==> src/pdcms_pkg.sv <==
package pdcms_pkg;

  localparam int CNT_W = 16;
  localparam int LIM_W = (CNT_W > 16) ? CNT_W : 16;
  localparam logic [CNT_W-1:0] CNT_MAX = {CNT_W{1'b1}};

  localparam int CFG_IDX_W  = 1;
  localparam int CFG_DATA_W = 16;
  localparam logic [CFG_IDX_W-1:0] CFG_CMD     = 1'b0;
  localparam logic [CFG_IDX_W-1:0] CFG_TIMEOUT = 1'b1;
  localparam logic [7:0]  CMD_RESET     = 8'hA2;
  localparam logic [15:0] TIMEOUT_RESET = 16'd10;

  localparam logic [7:0] CRC_POLY  = 8'h37;
  localparam logic [7:0] SEAL_MASK = 8'hFC;
  localparam logic [7:0] SEAL_SET  = 8'h01;

  localparam logic [1:0] OP_START   = 2'd0;
  localparam logic [1:0] OP_RX_BYTE = 2'd1;
  localparam logic [1:0] OP_TX_FAIL = 2'd2;
  localparam logic [1:0] OP_TICK    = 2'd3;

  localparam logic [1:0] ST_OK      = 2'd0;
  localparam logic [1:0] ST_TIMEOUT = 2'd1;
  localparam logic [1:0] ST_CHECK   = 2'd2;

  localparam logic KIND_TX     = 1'b0;
  localparam logic KIND_REPORT = 1'b1;

  localparam int QDEPTH = 2;
  localparam int QAW    = $clog2(QDEPTH);

  typedef struct packed {
    logic [1:0] operation;
    logic [7:0] data_byte;
  } in_word_t;

  typedef struct packed {
    logic       kind;
    logic [7:0] tx_byte;
    logic       driver_enable;
    logic [1:0] status;
    logic [7:0] pd_in;
    logic       last;
  } out_word_t;

  typedef struct packed {
    logic       is_report;
    logic [7:0] byte_a;
    logic [7:0] byte_b;
    logic [1:0] status;
  } job_t;

  function automatic logic [7:0] crc8_byte(input logic [7:0] crc, input logic [7:0] b);
    logic [7:0] c;
    c = crc ^ b;
    for (int i = 0; i < 8; i++) begin
      if (c[7]) begin
        c = {c[6:0], 1'b0} ^ CRC_POLY;
      end else begin
        c = {c[6:0], 1'b0};
      end
    end
    return c;
  endfunction

  function automatic logic [7:0] seal(input logic [7:0] crc);
    return (crc & SEAL_MASK) | SEAL_SET;
  endfunction

endpackage

==> src/pdcms_front.sv <==
module pdcms_front (
  input  logic                                clk,
  input  logic                                rst_n,
  input  logic                                in_valid,
  output logic                                in_stall,
  input  pdcms_pkg::in_word_t                 in_word,
  input  logic                                cfg_wr_en,
  input  logic [pdcms_pkg::CFG_IDX_W-1:0]     cfg_index,
  input  logic [pdcms_pkg::CFG_DATA_W-1:0]    cfg_wdata,
  input  logic                                q_full,
  output logic                                q_push,
  output pdcms_pkg::job_t                     q_job
);

  typedef enum logic [2:0] {
    PH_IDLE   = 3'b001,
    PH_FIRST  = 3'b010,
    PH_SECOND = 3'b100
  } phase_t;

  phase_t                       phase_r, phase_nxt;
  logic [pdcms_pkg::CNT_W-1:0]  wait_r, wait_nxt;
  logic [pdcms_pkg::CNT_W-1:0]  wait_inc;
  logic [7:0]                   held_r, held_nxt;
  logic [7:0]                   held_chk_r, held_chk_nxt;
  logic [7:0]                   cmd_r;
  logic [15:0]                  timeout_r;
  logic                         accept;
  logic                         waiting;
  logic                         tick_expired;

  assign in_stall = q_full;
  assign accept   = in_valid && !q_full;
  assign waiting  = (phase_r == PH_FIRST) || (phase_r == PH_SECOND);

  assign wait_inc = (wait_r == pdcms_pkg::CNT_MAX) ? wait_r
                                                   : wait_r + pdcms_pkg::CNT_W'(1);
  assign tick_expired = (pdcms_pkg::LIM_W'(wait_inc) >= pdcms_pkg::LIM_W'(timeout_r)) ||
                        (wait_inc == pdcms_pkg::CNT_MAX);

  always_comb begin
    phase_nxt    = phase_r;
    wait_nxt     = wait_r;
    held_nxt     = held_r;
    held_chk_nxt = held_chk_r;
    q_push       = 1'b0;
    q_job        = '0;
    if (accept) begin
      case (in_word.operation)
        pdcms_pkg::OP_START: begin
          if (!waiting) begin
            q_push       = 1'b1;
            q_job.byte_a = cmd_r;
            q_job.byte_b = in_word.data_byte;
            phase_nxt    = PH_FIRST;
            wait_nxt     = '0;
          end
        end
        pdcms_pkg::OP_RX_BYTE: begin
          case (phase_r)
            PH_FIRST: begin
              held_nxt     = in_word.data_byte;
              held_chk_nxt = pdcms_pkg::seal(pdcms_pkg::crc8_byte(8'h00, in_word.data_byte));
              phase_nxt    = PH_SECOND;
            end
            PH_SECOND: begin
              q_push          = 1'b1;
              q_job.is_report = 1'b1;
              if (in_word.data_byte == held_chk_r) begin
                q_job.status = pdcms_pkg::ST_OK;
                q_job.byte_a = held_r;
              end else begin
                q_job.status = pdcms_pkg::ST_CHECK;
              end
              phase_nxt = PH_IDLE;
            end
            default: begin
            end
          endcase
        end
        pdcms_pkg::OP_TX_FAIL: begin
          if (waiting) begin
            q_push          = 1'b1;
            q_job.is_report = 1'b1;
            q_job.status    = pdcms_pkg::ST_TIMEOUT;
            phase_nxt       = PH_IDLE;
          end
        end
        default: begin
          if (waiting) begin
            wait_nxt = wait_inc;
            if (tick_expired) begin
              q_push          = 1'b1;
              q_job.is_report = 1'b1;
              q_job.status    = pdcms_pkg::ST_TIMEOUT;
              phase_nxt       = PH_IDLE;
            end
          end
        end
      endcase
    end
  end

  always_ff @(posedge clk) begin
    if (!rst_n) begin
      phase_r   <= PH_IDLE;
      wait_r    <= '0;
      cmd_r     <= pdcms_pkg::CMD_RESET;
      timeout_r <= pdcms_pkg::TIMEOUT_RESET;
    end else begin
      phase_r <= phase_nxt;
      wait_r  <= wait_nxt;
      if (cfg_wr_en) begin
        case (cfg_index)
          pdcms_pkg::CFG_CMD:     cmd_r     <= cfg_wdata[7:0];
          pdcms_pkg::CFG_TIMEOUT: timeout_r <= cfg_wdata[15:0];
          default: begin
          end
        endcase
      end
    end
  end

  always_ff @(posedge clk) begin
    held_r     <= held_nxt;
    held_chk_r <= held_chk_nxt;
  end

endmodule

==> src/pdcms_queue.sv <==
module pdcms_queue (
  input  logic            clk,
  input  logic            rst_n,
  input  logic            push,
  input  pdcms_pkg::job_t push_job,
  input  logic            pop,
  output pdcms_pkg::job_t head_job,
  output logic            full,
  output logic            not_empty
);

  pdcms_pkg::job_t                store_r [pdcms_pkg::QDEPTH];
  logic [pdcms_pkg::QAW-1:0]      wr_ptr_r, rd_ptr_r;
  logic [pdcms_pkg::QAW:0]        cnt_r;

  assign full      = (cnt_r == (pdcms_pkg::QAW+1)'(pdcms_pkg::QDEPTH));
  assign not_empty = (cnt_r != '0);
  assign head_job  = store_r[rd_ptr_r];

  always_ff @(posedge clk) begin
    if (!rst_n) begin
      wr_ptr_r <= '0;
      rd_ptr_r <= '0;
      cnt_r    <= '0;
    end else begin
      if (push) begin
        wr_ptr_r <= wr_ptr_r + pdcms_pkg::QAW'(1);
      end
      if (pop) begin
        rd_ptr_r <= rd_ptr_r + pdcms_pkg::QAW'(1);
      end
      if (push && !pop) begin
        cnt_r <= cnt_r + (pdcms_pkg::QAW+1)'(1);
      end else if (pop && !push) begin
        cnt_r <= cnt_r - (pdcms_pkg::QAW+1)'(1);
      end
    end
  end

  always_ff @(posedge clk) begin
    if (push) begin
      store_r[wr_ptr_r] <= push_job;
    end
  end

endmodule

==> src/pdcms_back.sv <==
module pdcms_back (
  input  logic                  clk,
  input  logic                  rst_n,
  input  logic                  q_not_empty,
  input  pdcms_pkg::job_t       q_job,
  output logic                  q_pop,
  output logic                  out_valid,
  input  logic                  out_stall,
  output pdcms_pkg::out_word_t  out_word
);

  typedef enum logic [2:0] {
    BK_IDLE  = 3'b001,
    BK_DATA  = 3'b010,
    BK_CHECK = 3'b100
  } seq_t;

  seq_t                 seq_r, seq_nxt;
  logic [7:0]           crc_r, crc_nxt;
  logic [7:0]           data_r, data_nxt;
  logic                 out_valid_r, out_valid_nxt;
  pdcms_pkg::out_word_t out_word_r, out_word_nxt;
  logic                 free;
  logic                 load;

  assign free      = !out_valid_r || !out_stall;
  assign out_valid = out_valid_r;
  assign out_word  = out_word_r;

  always_comb begin
    seq_nxt                    = seq_r;
    crc_nxt                    = crc_r;
    data_nxt                   = data_r;
    out_word_nxt               = out_word_r;
    load                       = 1'b0;
    q_pop                      = 1'b0;
    case (seq_r)
      BK_IDLE: begin
        if (free && q_not_empty) begin
          q_pop = 1'b1;
          load  = 1'b1;
          out_word_nxt = '0;
          if (q_job.is_report) begin
            out_word_nxt.kind   = pdcms_pkg::KIND_REPORT;
            out_word_nxt.status = q_job.status;
            out_word_nxt.pd_in  = q_job.byte_a;
            out_word_nxt.last   = 1'b1;
          end else begin
            out_word_nxt.kind          = pdcms_pkg::KIND_TX;
            out_word_nxt.tx_byte       = q_job.byte_a;
            out_word_nxt.driver_enable = 1'b1;
            crc_nxt  = pdcms_pkg::crc8_byte(8'h00, q_job.byte_a);
            data_nxt = q_job.byte_b;
            seq_nxt  = BK_DATA;
          end
        end
      end
      BK_DATA: begin
        if (free) begin
          load         = 1'b1;
          out_word_nxt = '0;
          out_word_nxt.kind          = pdcms_pkg::KIND_TX;
          out_word_nxt.tx_byte       = data_r;
          out_word_nxt.driver_enable = 1'b1;
          crc_nxt = pdcms_pkg::crc8_byte(crc_r, data_r);
          seq_nxt = BK_CHECK;
        end
      end
      BK_CHECK: begin
        if (free) begin
          load         = 1'b1;
          out_word_nxt = '0;
          out_word_nxt.kind          = pdcms_pkg::KIND_TX;
          out_word_nxt.tx_byte       = pdcms_pkg::seal(crc_r);
          out_word_nxt.driver_enable = 1'b1;
          out_word_nxt.last          = 1'b1;
          seq_nxt = BK_IDLE;
        end
      end
      default: begin
        seq_nxt = BK_IDLE;
      end
    endcase
    if (load) begin
      out_valid_nxt = 1'b1;
    end else if (!out_stall) begin
      out_valid_nxt = 1'b0;
    end else begin
      out_valid_nxt = out_valid_r;
    end
  end

  always_ff @(posedge clk) begin
    if (!rst_n) begin
      seq_r       <= BK_IDLE;
      out_valid_r <= 1'b0;
    end else begin
      seq_r       <= seq_nxt;
      out_valid_r <= out_valid_nxt;
    end
  end

  always_ff @(posedge clk) begin
    crc_r      <= crc_nxt;
    data_r     <= data_nxt;
    out_word_r <= out_word_nxt;
  end

endmodule

==> src/pd_cycle_master_sequencer_unit.sv <==
// A job from an accepted word passes through the queue into the output register.
// A start gives three frame words, sent in order by the frame sequencer; out_stall can
// hold each one, and the sequencer takes its next job only after the last is loaded.
// A two-entry queue parts the event decoder from the frame sequencer.
// Reset is synchronous, active low: phase idle, tick count zero, queue empty,
// command 0xA2 and reply timeout 10 ticks.
module pd_cycle_master_sequencer_unit (
  input  logic                              clk,
  input  logic                              rst_n,
  input  logic                              in_valid,
  output logic                              in_stall,
  input  pdcms_pkg::in_word_t               in_word,
  output logic                              out_valid,
  input  logic                              out_stall,
  output pdcms_pkg::out_word_t              out_word,
  input  logic                              cfg_wr_en,
  input  logic [pdcms_pkg::CFG_IDX_W-1:0]   cfg_index,
  input  logic [pdcms_pkg::CFG_DATA_W-1:0]  cfg_wdata
);

  pdcms_pkg::job_t push_job;
  pdcms_pkg::job_t head_job;
  logic            q_push;
  logic            q_pop;
  logic            q_full;
  logic            q_not_empty;

  pdcms_front u_front (
    .clk       (clk),
    .rst_n     (rst_n),
    .in_valid  (in_valid),
    .in_stall  (in_stall),
    .in_word   (in_word),
    .cfg_wr_en (cfg_wr_en),
    .cfg_index (cfg_index),
    .cfg_wdata (cfg_wdata),
    .q_full    (q_full),
    .q_push    (q_push),
    .q_job     (push_job)
  );

  pdcms_queue u_queue (
    .clk       (clk),
    .rst_n     (rst_n),
    .push      (q_push),
    .push_job  (push_job),
    .pop       (q_pop),
    .head_job  (head_job),
    .full      (q_full),
    .not_empty (q_not_empty)
  );

  pdcms_back u_back (
    .clk         (clk),
    .rst_n       (rst_n),
    .q_not_empty (q_not_empty),
    .q_job       (head_job),
    .q_pop       (q_pop),
    .out_valid   (out_valid),
    .out_stall   (out_stall),
    .out_word    (out_word)
  );

endmodule

==> config.mk <==
export PLATFORM = sky130hd
export DESIGN_NAME = pd_cycle_master_sequencer_unit
export DESIGN_NICKNAME = d
export VERILOG_FILES = /design/src/pdcms_pkg.sv /design/src/pdcms_front.sv /design/src/pdcms_queue.sv /design/src/pdcms_back.sv /design/src/pd_cycle_master_sequencer_unit.sv
export SDC_FILE = /design/constraint.sdc
export NUM_CORES = 1
export LEC_CHECK = 0
export BUFFER_PORTS_ARGS = -buffer_cell sky130_fd_sc_hd__buf_4
export CAP_MARGIN = 30
export CORE_ASPECT_RATIO = 0.75
export CORE_MARGIN = 2
export CORE_UTILIZATION = 51
export CTS_BUF_LIST = sky130_fd_sc_hd__clkbuf_4 sky130_fd_sc_hd__clkbuf_8
export CTS_CLUSTER_SIZE = 8
export DETAILED_ROUTE_END_ITERATION = 10
export GPL_TIMING_DRIVEN = 0
export PLACE_DENSITY = 0.78
export SLEW_MARGIN = 10
export SYNTH_ARGS = -nofsm -noshare
export SYNTH_HDL_FRONTEND = slang
export SYNTH_SLANG_ARGS = --single-unit
==> constraint.sdc <==
create_clock -name clk -period 12.72 [get_ports clk]
set_input_delay 0.636 -clock clk [delete_from_list [all_inputs] [get_ports clk]]
set_output_delay 0.636 -clock clk [all_outputs]
set_load 0.1 [all_outputs]
==> out/results.ini <==
[run_status]
status = finished, final reports clean

[cts]
cts_buffers = 17
cts_resized = 0
cts.sink_count = 141
postCtsSetupRepairBufs = 0
postCtsHoldBufs = 0
root_buffer = clkbuf_8
cts_buffer_depth = 2
worstSkewPairLatency_ns = 0.44
htreeDepth = 4
cts_tree = done
cts.clk_slew.worst_paths_ns = 0.08

[global_route]
grt_max_degree = 20
grtUsageTotal_pct = 21.8
grt_pass1_vias = 5048
grt.overflow.total = 0
grt_pass1_wl_um = 25400
antenna_found_initial = 0

[worst_setup_path]
worstPathMaxFanout = 19
r2r_cells = 15
crit_path_end_kind = flop
crit_type = reg -> reg
startpoint_type = flop
cp.arrival_ns = 4.91
required_ns = 12.78

[route]
drtIter0Drc = 517
viasPerCell = 5.65
routed_wirelength_um = 15700
antenna_left = 0
vias = 5329
drcViolationCount = 0
drt-pass1-iter-count = 7
wl_per_cell_um = 16.6

[finish]
finalCoreUtilization_pct = 60.0
fin_nets = 811
final_cells = 943
n_antenna_cell = 0
syn2layout_area_growth_pct = 15.5
n_fill_cell = 1096
drive_gt1_share_pct = 16.1

[timing]
fmax_ghz = 0.206
finClkSkew_ns = 0.00936
finalCritPeriodShare_pct = 38.1
rsz0062_at_grt = no
min_period_ns = 4.85
slew_violations = 0
setup_tns_ns = 0
setup_violations = 0
slew_headroom_pct = 40.2
hold_viol = 0
tightestPinTransition_ns = 0.897
holdWs_ns = 0.423

[yosys]
syn-cell-area_sq_um = 7090
netlist-cell-type-count = 60
synth_area_leaders = edfxtp_1 (38%), dfxtp_1 (15%), xnor2_1 (6.9%)
synth_top_area_share_pct = 37.7
synth_area_leader_cell = edfxtp_1
synth-main-ff-cell = edfxtp_1
ys_ff_latch = 141
ys_seq_area_share_pct = 52.3
synth_nets = 733
synth.avg_cell_area_sq_um = 10.5
synth_cells = 677
ys_warn_count = 0
synth_edf_count = 89
synthArstFlopShare_pct = 0

[die]
start_util_pct = 51.9
fp.dieW_um = 140
die_area_sq_um = 14900
ios = 55
die_h_um = 106
coreArea_sq_um = 13700
rows = 37

[placed_design]
portBuffers = 54
dpl.cell_count = 911
hpwlAfterDp_um = 11700
gp_congestion = 0.883

[power]
p_leak_uw = 0.00301
peakVddDrop_mv = 0.0972
power_uw = 1650
power.density_nw_per_um2 = 202

[min_path]
worstHoldPathCells = 1
hold_path_class = in -> reg

[flow_run]
cap_violations = 0

-- Yosys cell counts, types with 20 or more instances --
master    instances
edfxtp_1         89
nand2_1          78
nor2_1           62
xnor2_1          56
dfxtp_1          52
a21oi_1          42
a22oi_1          27
ha_1             24
inv_1            24
o21ai_0          24
xor2_1           23
clkbuf_1         20
-- worst max-delay path, cell delays in order (launching register included) --
cell	delay (ns)
dfxtp_1	0.50
ha_1	0.20
clkbuf_2	0.20
nand4_2	0.17
nor4_2	0.74
nor3_1	0.12
xor2_1	0.40
ha_1	0.19
o21a_1	0.11
o211ai_1	0.08
a211o_1	0.29
o21ai_0	0.35
nor2_1	0.10
o21a_4	0.16
nor2_4	0.14
and2_1	0.73
-- state kept, by name, summed over array words and instances, names as in the netlist, 2 cells and up, named ones only --
| name | count |
|---|---|
| u_front.held_r | 8 |
| u_queue.cnt_r | 2 |
| u_front.phase_r | 3 |
| u_back.out_word | 21 |
| u_front.timeout_r | 16 |
| u_back.seq_r | 3 |
| u_front.wait_r | 16 |
| u_queue.store_r | 38 |
| u_front.cmd_r | 8 |
| u_back.crc_r | 8 |
| u_front.held_chk_r | 6 |
| u_back.data_r | 8 |
-- final timing paths --
kind | startpoint | to | slack [ns]
min reg2reg | u_front.timeout_r[10] | u_front.timeout_r[10] | 0.46
max | u_front.wait_r[1] | u_queue.store_r[1][0] | 7.87
max reg2reg | u_front.wait_r[1] | u_queue.store_r[1][0] | 7.87
min | in_word[5] | u_front.held_r[5] | 0.42
-- metal layers --
layer	wire, um	vias up	global-route usage (%)	share of wire, %
met5	0	-	0	0
met1	7550	2526	32.0	48
met2	6680	218	31.8	43
li1	-	2571	-	-
met4	158	0	6.35	1.0
met3	1290	14	5.72	8.2
-- kinds of logic (layout without fill, tap and decap cells) --
logic type / count (synthesis) / after routing / synth area share, %
flip-flops: 141 / 141 / 52.3
AND/OR/NAND/NOR: 233 / 233 / 16.3
buffers and inverters: 54 / 145 / 3.03
AO/OA/AOI/OAI: 125 / 125 / 11.1
multiplexers: 21 / 21 / 3.14
XOR/XNOR: 79 / 79 / 9.75
adder cells (fa/ha/maj): 24 / 24 / 4.23
-- through the flow --
step	setup WS (ns)	instance area [sq um]
after detailed placement	8.02	7770
after global placement	7.05	7720
after CTS	7.95	8190
final	7.87	8190
after global routing	7.61	8190
after floorplan	8.14	7090
-- cells in the final DEF, fill, tap and decap left out, types with 14 or more instances in the layout --
cell	netlist	final
edfxtp_1	89	89
nand2_1	78	78
clkbuf_8	0	18
buf_4	1	57
nor2_1	62	62
a21oi_1	42	42
xnor2_1	56	56
and2_1	14	14
nand3_1	15	15
dfxtp_1	52	52
inv_1	24	24
xor2_1	23	23
a22oi_1	27	27
ha_1	24	24
clkbuf_1	20	20
o21ai_0	24	23
-- final cells by class --
| class | instances | area, sq um | share of cell area, % |
|---|---|---|---|
| flip-flops and latches | 141 | 3710 | 45.3 |
| multi-input cells | 482 | 3180 | 38.8 |
| repair buffers | 59 | 445 | 5.44 |
| clock buffers | 22 | 278 | 3.39 |
| well taps | 175 | 219 | 2.67 |
| clock inverters | 10 | 140 | 1.71 |
| plain buffers | 29 | 121 | 1.48 |
| inverters | 25 | 93.8 | 1.15 |
-- report_power, final --
group | total, uW | switching [uW] | leakage (uW) | internal (uW)
Combinational | 669 | 452 | 0.00155 | 217
Clock | 377 | 169 | 0.000209 | 208
Sequential | 607 | 27.5 | 0.00126 | 579
Total | 1650 | 648 | 0.00301 | 1000
Note: power is estimated with default switching activity, not from simulation.
